`config.mk`:
```
export PLATFORM = sky130hd
export DESIGN_NAME = hamming_29_24_codec
export DESIGN_NICKNAME = d
export VERILOG_FILES = /design/src/design/ham_pkg.sv /design/src/design/hamming_29_24_codec.sv /design/src/design/ham_core.sv
export VERILOG_INCLUDE_DIRS = /design/src /design/src/design
export SDC_FILE = /design/constraint.sdc
export NUM_CORES = 1
export LEC_CHECK = 0
export ABC_AREA = 1
export BUFFER_PORTS_ARGS = -buffer_cell sky130_fd_sc_hd__buf_2
export CAP_MARGIN = 20
export CORE_MARGIN = 4
export CORE_UTILIZATION = 56
export CTS_CLUSTER_SIZE = 24
export DETAILED_ROUTE_END_ITERATION = 16
export PLACE_DENSITY_LB_ADDON = 0.25
export SETUP_SLACK_MARGIN = 0.15
export SLEW_MARGIN = 20
export SYNTH_ARGS = -nofsm -noshare
export SYNTH_HDL_FRONTEND = slang
export SYNTH_SLANG_ARGS = --single-unit
```
`constraint.sdc`:
```
create_clock -name clk_i -period 2.95 [get_ports clk_i]
set_input_delay 0.59 -clock clk_i [delete_from_list [all_inputs] [get_ports clk_i]]
set_output_delay 0.59 -clock clk_i [all_outputs]
set_load 0.005 [all_outputs]
```
`src/design/hamming_29_24_codec_defines.svh`:
```
// assertion macros for the hamming(29,24) codec
// used by files that assert; expects clk_i and rst_ni in scope
`ifndef HAMMING_29_24_CODEC_DEFINES_SVH
`define HAMMING_29_24_CODEC_DEFINES_SVH

// same-cycle implication, off during reset
`define HAM_ASSERT_IMP(label, ante, cons, msg) \
  label: assert property (@(posedge clk_i) disable iff (!rst_ni) (ante) |-> (cons)) \
    else $error(msg);

// next-cycle implication, off during reset
`define HAM_ASSERT_NXT(label, ante, cons, msg) \
  label: assert property (@(posedge clk_i) disable iff (!rst_ni) (ante) |=> (cons)) \
    else $error(msg);

`endif

```
`src/design/ham_pkg.sv`:
```
// types, constants and parity functions for the hamming(29,24) codec
// no dependencies
package ham_pkg;

  localparam int unsigned CodeW = 29;
  localparam int unsigned DataW = 24;
  localparam int unsigned SynW  = 5;

  localparam logic [SynW-1:0] CODE_BITS = 5'd29;

  typedef enum logic {
    OP_ENCODE = 1'b0,
    OP_DECODE = 1'b1
  } op_e;

  typedef struct packed {
    op_e               op;
    logic [7:0]        byte_first;
    logic [7:0]        byte_second;
    logic [7:0]        byte_third;
    logic [CodeW-1:0]  code_in;
  } in_t;

  typedef struct packed {
    logic [CodeW-1:0]  code_out;
    logic [DataW-1:0]  data_out;
    logic [SynW-1:0]   syndrome;
    logic              corrected;
    logic              uncorrectable;
  } out_t;

  // word bit of each data bit, data bit 0 first
  localparam logic [SynW-1:0] DATA_POS [DataW] = '{
    5'd0,  5'd1,  5'd2,  5'd3,  5'd4,  5'd5,  5'd6,  5'd7,
    5'd8,  5'd9,  5'd10, 5'd11, 5'd12, 5'd14, 5'd15, 5'd16,
    5'd17, 5'd18, 5'd19, 5'd20, 5'd22, 5'd23, 5'd24, 5'd26
  };

  // word bit of parity bit k (position 2^k)
  localparam logic [SynW-1:0] PAR_POS [SynW] = '{
    5'd28, 5'd27, 5'd25, 5'd21, 5'd13
  };

  // xor of the positions of all set bits; position p sits at bit 29-p
  function automatic logic [SynW-1:0] syndrome_of(logic [CodeW-1:0] w);
    logic [SynW-1:0] s;
    s = '0;
    for (int p = 1; p <= CodeW; p++) begin
      if (w[CodeW-p]) begin
        s = s ^ SynW'(p);
      end
    end
    return s;
  endfunction

  function automatic logic [DataW-1:0] extract_data(logic [CodeW-1:0] w);
    logic [DataW-1:0] d;
    d = '0;
    for (int i = 0; i < DataW; i++) begin
      d[i] = w[DATA_POS[i]];
    end
    return d;
  endfunction

  function automatic logic [CodeW-1:0] encode_data(logic [DataW-1:0] d);
    logic [CodeW-1:0] w;
    logic [SynW-1:0]  s;
    w = '0;
    for (int i = 0; i < DataW; i++) begin
      w[DATA_POS[i]] = d[i];
    end
    s = syndrome_of(w);
    for (int k = 0; k < SynW; k++) begin
      w[PAR_POS[k]] = s[k];
    end
    return w;
  endfunction

endpackage

```
`src/design/hamming_29_24_codec.sv`:
```
// hamming(29,24) codec top level: input register, datapath, result register
// depends on ham_pkg, ham_core and hamming_29_24_codec_defines.svh
// a start transfer passes the input register and the result register before the done_o strobe
// throughput: one command per cycle; busy_o is never raised
// done_o marks each result for one cycle only and res_o holds it until the next one, the receiver cannot stall
// reset clears the valid flags only; no other state
`include "hamming_29_24_codec_defines.svh"

module hamming_29_24_codec (
  input  logic          clk_i,
  input  logic          rst_ni,
  input  logic          start_i,
  input  ham_pkg::in_t  cmd_i,
  output logic          busy_o,
  output logic          done_o,
  output ham_pkg::out_t res_o
);
  import ham_pkg::*;

  logic in_valid_q;
  logic res_valid_q;
  in_t  cmd_q;
  out_t res_d;
  out_t res_q;
  logic accept;
  logic syn_in_range;
  logic syn_beyond;

  assign busy_o = 1'b0;
  assign accept = start_i && !busy_o;

  always_ff @(posedge clk_i or negedge rst_ni) begin
    if (!rst_ni) begin
      in_valid_q  <= 1'b0;
      res_valid_q <= 1'b0;
    end else begin
      in_valid_q  <= accept;
      res_valid_q <= in_valid_q;
    end
  end

  always_ff @(posedge clk_i) begin
    if (accept) begin
      cmd_q <= cmd_i;
    end
    if (in_valid_q) begin
      res_q <= res_d;
    end
  end

  ham_core u_core (
    .cmd_i (cmd_q),
    .res_o (res_d)
  );

  assign done_o = res_valid_q;
  assign res_o  = res_q;

  assign syn_in_range = (res_o.syndrome != '0) && (res_o.syndrome <= CODE_BITS);
  assign syn_beyond   = (res_o.syndrome > CODE_BITS);

  `HAM_ASSERT_NXT(a_done_follows, accept, ##1 done_o, "no result two cycles after a transfer")
  `HAM_ASSERT_IMP(a_flags_excl, done_o, !(res_o.corrected && res_o.uncorrectable), "flags clash")
  `HAM_ASSERT_IMP(a_fix_syn, done_o && res_o.corrected, syn_in_range, "correction out of range")
  `HAM_ASSERT_IMP(a_bad_syn, done_o && res_o.uncorrectable, syn_beyond, "uncorrectable in range")

endmodule

```
`src/design/ham_core.sv`:
```
// encode / check-and-correct datapath of the hamming(29,24) codec
// combinational xor trees; uses ham_pkg
module ham_core (
  input  ham_pkg::in_t  cmd_i,
  output ham_pkg::out_t res_o
);
  import ham_pkg::*;

  logic [CodeW-1:0] enc_word;
  logic [SynW-1:0]  dec_syn;
  logic             dec_fix;
  logic             dec_bad;
  logic [SynW-1:0]  flip_idx;
  logic [CodeW-1:0] dec_word;
  logic [CodeW-1:0] word;

  assign enc_word = encode_data({cmd_i.byte_first, cmd_i.byte_second, cmd_i.byte_third});

  assign dec_syn  = syndrome_of(cmd_i.code_in);
  assign dec_fix  = (dec_syn != '0) && (dec_syn <= CODE_BITS);
  assign dec_bad  = (dec_syn > CODE_BITS);
  // only meaningful when dec_fix is set
  assign flip_idx = CODE_BITS - dec_syn;
  assign dec_word = cmd_i.code_in ^ (dec_fix ? (CodeW'(1) << flip_idx) : '0);

  always_comb begin
    unique case (cmd_i.op)
      OP_ENCODE: begin
        word                = enc_word;
        res_o.syndrome      = '0;
        res_o.corrected     = 1'b0;
        res_o.uncorrectable = 1'b0;
      end
      OP_DECODE: begin
        word                = dec_word;
        res_o.syndrome      = dec_syn;
        res_o.corrected     = dec_fix;
        res_o.uncorrectable = dec_bad;
      end
      default: begin
        word                = '0;
        res_o.syndrome      = '0;
        res_o.corrected     = 1'b0;
        res_o.uncorrectable = 1'b0;
      end
    endcase
    res_o.code_out = word;
    res_o.data_out = extract_data(word);
  end

endmodule

```
==> results.tsv, run 1 <==
stage	metric	value	unit
run_status	status	finished, final reports clean	
synth	post-synth cell types	30	
cts	Root Buffer	clkbuf_8	
finish	post-route cell area	0.00778	mm2
synth	Mapped Cells	716	
timing	final setup vio count	0	
global_routing	first-pass GRT wire length	26800	um
cts	TritonCTS Buffers	9	
setup_path	Worst setup SP type	register	
die	die width	110	um
detailed_routing	vias per cell	5.33	
global_routing	largest net degree at the start of global routing	46	
die	row count	37	
synth	Cell Area, Synth	0.00588	mm2
setup_path	CP arrival	2950	ps
power_and_ir_drop	total design power	5.37	mW
setup_path	Max FO, Critical Path	7	
power_and_ir_drop	power share of the combinational group	0.494	
power_and_ir_drop	Power Dens Cells	690	mW/mm2
synth	Yosys top cell by area	edfxtp_1	
detailed_routing	first drt pass iteration count	5	
detailed_routing	initial drt markers	442	
setup_path	critical path class	reg -> reg	
placed_design	post-DP HPWL	12800	um
synth	ranking of synthesized cells by area	edfxtp_1, nand2_1, nand3_1	
die	initial core utilization	0.572	
timing	Worst Clk Skew	4.89	ps
power_and_ir_drop	worst-case vdd ir drop	0.000378	V
detailed_routing	antenna viol nets, final	0	
timing	Final Max Slew Viols	0	
global_routing	initial antenna violation count	0	
die	core area	0.0103	mm2
placed_design	Worst Setup Slack post-DPL	-116	ps
timing	fin crit period	2820	ps
power_and_ir_drop	Seq pwr share	0.323	
synth	register area share after synthesis	0.468	
timing	Max Freq	354	MHz
global_routing	Total Routing Usage GR	0.279	
power_and_ir_drop	switch share	0.403	
finish	diode count	0	
power_and_ir_drop	switching pwr	2.16	mW
die	die height	110	um
placed_design	Final GP Congestion	0.925	
timing	final hold vios	0	
synth	post-synthesis area per instance	8.21	um2
detailed_routing	WL final	18300	um
hold_path	HP Class	in -> reg	
timing	Post-Route Setup TNS	0	ps
global_routing	final global-route overflow total	0	
die	Ports	119	
finish	layout cells sized above 1	0.381	
setup_path	Crit path required time	3080	ps
synth	Syn Nets	774	
power_and_ir_drop	Power Internal	3.21	mW
detailed_routing	wire length per cell	17.4	um
cts	H-tree Lvls	3	
synth	Seq cells post-synth	92	
cts	TritonCTS clock tree	built	
cts	TritonCTS Sinks	92	
cts	clock-pin slew on the worst setup and hold paths	100	ps
timing	worst rel slew slack	0.512	
placed_design	placed cell areas	0.00671	mm2
die	Die Area	0.0122	mm2
power_and_ir_drop	static leakage	3.77	nW
placed_design	# port buffers	117	
detailed_routing	vias	5606	
power_and_ir_drop	Clk pwr share	0.182	
timing	hold_ws	383	ps
detailed_routing	DRC viols	0	
cts	worst skew pair latency	370	ps
timing	Tcrit/Tclk final	0.957	
global_routing	number of global-route vias before repair	5112	
setup_path	Setup crit end kind	register	
synth	Synth Warn #	0	
finish	layout net count	968	
run	maxcap violations	0	
timing	PnR worst setup slack	128	ps
finish	Syn-to-layout area delta	32.3	%
timing	measured slew at the worst slew-check pin	732	ps
synth	Yosys top cell area share	0.460	
cts	clock tree buffer depth	2	
worst max-delay path, cell delays in order (launching register included):
cell	delay [ps]
edfxtp_1	420
buf_6	150
nand2_1	100
inv_1	70
nor2_1	140
nand2_1	80
nand2_1	100
nand2_1	90
nand2_2	100
nand2_2	60
buf_4	150
nand2_8	100
nand2_2	70
nor2_4	160
nand2_4	110
nand2_8	160
nor2_4	70
buf_12	140
nand2_1	60
nand2_1	60
nand3_2	90
nand2_1	80
stage by stage:
stage,util,cells
6_report,0.757,1051
5_1_grt,0.757,1051
2_1_floorplan,-,716
3_3_place_gp,0.653,975
4_1_cts,0.693,1010
3_5_place_dp,0.653,975
per-layer routing:
layer	up-vias	track usage	part of all wire
met5	-	0	0
met4	0	0.121	0.043
met3	63	0.0471	0.078
met2	284	0.456	0.48
met1	2595	0.367	0.39
li1	2664	-	-
placed cells by master, fill, tap and decap left out, drive strengths merged, types with 2 or more instances in the layout:
cell,instances
nand2,252
buf,224
edfxtp,90
inv,75
nor2,73
nand3,71
xnor2,33
xor2,30
a21oi,17
nand4,15
o21ai,11
clkbuf,10
or2,2
nor3,2
clkinvlp,2
bufinv,2
dfrtp,2
logic make-up (layout without fill, tap and decap cells):
logic type	after synthesis	count (layout)	synth area share
other cells	1	1	0.000638
buf+inv	119	314	0.100
fa+ha+maj	1	1	0.00213
xor+xnor	63	63	0.0938
simple gates	412	416	0.310
compound gates	28	28	0.0245
flops	92	92	0.468
area by class of cell:
type	count	area (um2)
Fill cell	768	2500
Sequential cell	92	2750
Tap cell	136	170
Inverter	73	277
Multi-Input combinational cell	509	2900
Clock inverter	6	95.1
Timing Repair Buffer	225	1460
Clock buffer	10	128
power by group through the flow:
stage	clock network (mW)	registers [mW]	logic [mW]
4_1_cts	0.984	1.74	2.06
2_1_floorplan	0	1.75	1.31
5_1_grt	1.05	1.75	2.85
3_5_place_dp	0	1.77	1.83
6_report	0.978	1.74	2.66
3_3_place_gp	0	1.77	1.82
synthesized netlist by cell type:
cell / number
nand2_1: 236
edfxtp_1: 90
nand3_1: 68
nor2_1: 65
inv_1: 57
xnor2_1: 33
xor2_1: 30
buf_4: 27
a21oi_1: 16
inv_2: 15
nand4_1: 15
nand2_2: 9
buf_2: 8
o21ai_0: 8
clkbuf_1: 7
nand2_4: 6
buf_6: 4
nand3_2: 3
nor2_8: 3
o21ai_1: 3
dfrtp_1: 2
nor3_1: 2
or2_2: 2
a21oi_2: 1
conb_1: 1
ha_1: 1
inv_4: 1
nand3b_1: 1
nor2_2: 1
nor2_4: 1
worst paths after layout:
path | from | end | slack (ps) | cells past startpoint
max reg2reg | cmd_q[6]$_DFFE_PP_ | res_o[52]$_DFFE_PP_ | 130 | 21
min | cmd_i[42] | cmd_q[42]$_DFFE_PP_ | 380 | 1
min in group asynchronous | rst_ni | done_o$_DFF_PN0_ | 510 | 2
max in group asynchronous | rst_ni | in_valid_q$_DFF_PN0_ | 2350 | 2
min reg2reg | cmd_q[45]$_DFFE_PP_ | res_o[48]$_DFFE_PP_ | 600 | 2
max | cmd_q[6]$_DFFE_PP_ | res_o[52]$_DFFE_PP_ | 130 | 21
state kept, by name, summed over array words and instances (netlist names):
signal	flops
cmd_q	54
res_o	36
done_o	1
in_valid_q	1
repair_timing:
action                     4_1_cts  5_1_grt
hold buffers                     1        0
setup buffers                   15       40
pin swaps                        8       27
gates resized for setup          5       89
cloned                           3        1
setup endpoints to repair       28       29
hold endpoints to repair         2        0
Power figures use the tool's default switching activity.
==> inputs of run 2 (changes only) <==
Settings changed: CELL_PAD_IN_SITES_DETAIL_PLACEMENT from default to 0, CELL_PAD_IN_SITES_GLOBAL_PLACEMENT from default to 2, CORE_UTILIZATION 56 to 33, CTS_BUF_LIST from default to sky130_fd_sc_hd__clkbuf_8.
==> run 2 against run 1 <==
- largest power group unchanged
- highest routed layer unchanged
- sequential power barely moved
- clock power increased by 7%
- hold slack got worse by 12 ps
- clock skew increased by 10 ps
- setup slack improved by 62 ps
- non-clock buffer count is 1 higher
- power rose by 3.4%
==> results.tsv, run 2 (same netlist as run 1, synthesis figures left out) <==
stage	metric	value	unit	change
finish	largest reg by FF count	cmd_q		
placed_design	# placed instances	1084		+11%
finish	most frequent cells in the layout	nand2_1, buf_2, buf_4		
die	die width	141	um	+28%
detailed_routing	first drt pass iteration count	5		unchanged
die	row count	48		+30%
setup_path	CP arrival	2880	ps	-70 ps
detailed_routing	Top Layer Used	met4		
placed_design	post-DP HPWL	14200	um	+11%
global_routing	Total Routing Usage GR	0.185		-0.0946
setup_path	Worst setup SP type	register		
detailed_routing	WL met1	8190	um	+14%
cts	TritonCTS clock tree	built		
finish	FF/Latch Area	0.00275	mm2	unchanged
setup_path	critical path class	reg -> reg		
cts	TritonCTS Buffers	9		unchanged
finish	biggest regs	cmd_q x54, res_o x36		
global_routing	initial antenna violation count	0		unchanged
global_routing	first-pass GRT wire length	28200	um	+5.3%
finish	layout net count	969		+0.10%
run_status	status	finished, final reports clean		
global_routing	number of global-route vias before repair	5042		-1.4%
cts	worst skew pair latency	380	ps	about the same
cts	TritonCTS Sinks	92		unchanged
power_and_ir_drop	Power Dens Cells	683	mW/mm2	-1.1%
power_and_ir_drop	Seq pwr share	0.314		-0.009
cts	Root Buffer	clkbuf_8		
power_and_ir_drop	static leakage	3.83	nW	+1.6%
setup_path	most frequent CP cell	nand2_2		
finish	area of the multi-input gates	0.00308	mm2	+6.4%
finish	Util after Layout	0.468		-0.288
global_routing	final global-route overflow total	0		unchanged
detailed_routing	vias	5370		-4.2%
timing	Max Freq	362	MHz	+2.2%
detailed_routing	met2 routed WL	9430	um	+6.4%
timing	hold_ws	370	ps	-12.3 ps
power_and_ir_drop	worst-case vdd ir drop	0.000313	V	-17%
placed_design	placed cell areas	0.00699	mm2	+4.1%
timing	final hold vios	0		unchanged
run	maxcap violations	0		unchanged
detailed_routing	vias per cell	4.71		-12%
timing	worst rel slew slack	0.470		-0.0412
detailed_routing	initial drt markers	239		-46%
finish	commonest non-fill, non-tap cell in the layout	nand2_1		
detailed_routing	antenna viol nets, final	0		unchanged
timing	Worst Clk Skew	15.0	ps	+10.2 ps
power_and_ir_drop	total design power	5.55	mW	+3.4%
timing	final setup vio count	0		unchanged
power_and_ir_drop	power share of the combinational group	0.498		+0.004
finish	Syn-to-layout area delta	38.3	%	
power_and_ir_drop	Clk pwr share	0.188		+0.006
die	core area	0.0174	mm2	+69%
detailed_routing	WL final	19100	um	+4.2%
finish	max reg flops	54		unchanged
placed_design	# port buffers	117		unchanged
detailed_routing	DRC viols	0		unchanged
timing	Final Max Slew Viols	0		unchanged
cts	clock-pin slew on the worst setup and hold paths	110	ps	about the same
setup_path	crit-path cells	buf_4 -> xnor2_1 -> inv_1 -> nand2_2 -> nand2_1 -> nand2_2 -> nand2_1 -> nand2_2 -> nand2_4 -> nor2_4 -> nand2_2 -> nand2_4 -> nand2_8 -> nor2_4 -> nand3_2 -> nand2_2 -> a21oi_2		
power_and_ir_drop	Power Internal	3.29	mW	+2.5%
setup_path	Critical Path Max Stage Delay	550	ps	+130 ps
setup_path	CP max-delay cell	edfxtp_1		
finish	post-route cell area	0.00813	mm2	+4.5%
hold_path	HP Class	in -> reg		
power_and_ir_drop	switching pwr	2.26	mW	+4.7%
die	Ports	119		unchanged
finish	fin cells	1141		+8.6%
die	Die Area	0.0200	mm2	+64%
timing	RSZ-0062 raised after global routing	yes		
timing	Tcrit/Tclk final	0.936		-0.0210
placed_design	Final GP Congestion	0.910		-1.6%
setup_path	Max FO, Critical Path	8		+1
global_routing	largest net degree at the start of global routing	56		+22%
detailed_routing	wire length per cell	16.7	um	-4.0%
die	initial core utilization	0.339		-0.233
setup_path	Crit path required time	3070	ps	about the same
cts	H-tree Lvls	3		unchanged
timing	fin crit period	2760	ps	-62.0 ps
cts	clock tree buffer depth	2		unchanged
die	die height	141	um	+28%
power_and_ir_drop	switch share	0.408		+0.00504
detailed_routing	routed wl met3	836	um	-42%
finish	number of fill cells	1713		+120%
setup_path	Setup crit end kind	register		
finish	diode count	0		unchanged
finish	layout cells sized above 1	0.428		+0.0465
timing	measured slew at the worst slew-check pin	794	ps	+61.8 ps
==> run 2: cell count changes in the layout (fill, tap and decap cells not counted), moves of 3 or more <==
cell / before / now
nor2_2: 7 / 10
buf_4: 95 / 91
nor2_1: 53 / 46
nand3_2: 11 / 26
nand2_4: 11 / 16
inv_2: 23 / 20
buf_6: 10 / 14
nor2_4: 10 / 14
nand2_2: 28 / 41
nand2_1: 210 / 193
o21ai_2: 0 / 3
nand3_1: 58 / 43
==> run 2: repair_timing <==
item                                    in CTS  in global routing
gates cloned                                 3                  1
endpoints found under the setup margin      29                 29
pin swaps                                   13                 54
resized for setup                           23                127
hold buffers                                 1                  0
setup buffers                               15                 21
hold endpoints to repair                     2                  0
==> run 2: layout make-up <==
cell class / instances / share of cell area
Clock inverter: 6 / 0.0129
Tap cell: 225 / 0.0346
Inverter: 73 / 0.0343
Sequential cell: 92 / 0.339
Clock buffer: 10 / 0.0169
Timing Repair Buffer: 226 / 0.184
Multi-Input combinational cell: 509 / 0.379
==> run 2: worst paths after layout <==
path                                          start                    to  slack (ps)  depth (start not counted)
worst max-delay path            cmd_q[16]$_DFFE_PP_   res_o[37]$_DFFE_PP_         190                         17
worst min-delay path                      cmd_i[24]   cmd_q[24]$_DFFE_PP_         370                          1
worst max register to register  cmd_q[16]$_DFFE_PP_   res_o[37]$_DFFE_PP_         190                         17
worst min register to register  cmd_q[45]$_DFFE_PP_   res_o[48]$_DFFE_PP_         610                          2
max in group asynchronous                    rst_ni      done_o$_DFF_PN0_        2350                          2
min in group asynchronous                    rst_ni  in_valid_q$_DFF_PN0_         510                          2
==> run 2: power by group through the flow <==
stage          combinational [mW]  clock [mW]  sequential, mW
2_1_floorplan                1.31           0            1.75
3_3_place_gp                 1.94           0            1.78
3_5_place_dp                 1.94           0            1.78
4_1_cts                      2.18        1.08            1.75
5_1_grt                      2.99        1.12            1.76
6_report                     2.76        1.05            1.74
==> run 2: layer usage <==
metal	vias up	global-route usage
met5	-	0
met2	146	0.313
met1	2525	0.240
li1	2661	-
met3	38	0.0256
met4	0	0.0707
==> run 2: critical path, delay by kind of cell, from the launching register on <==
kind / cells / cell delay [ps]
compound gates: 1 / 50
xor+xnor: 1 / 230
buf+inv: 2 / 280
flops: 1 / 550
simple gates: 13 / 1390
==> run 2: metrics by stage <==
stage	TNS [ps]	setup WS (ps)
finish	0	190
global placement	-783	-95.2
floorplan	0	458
global route	0	30.8
detailed placement	-1740	-158
CTS	0	126
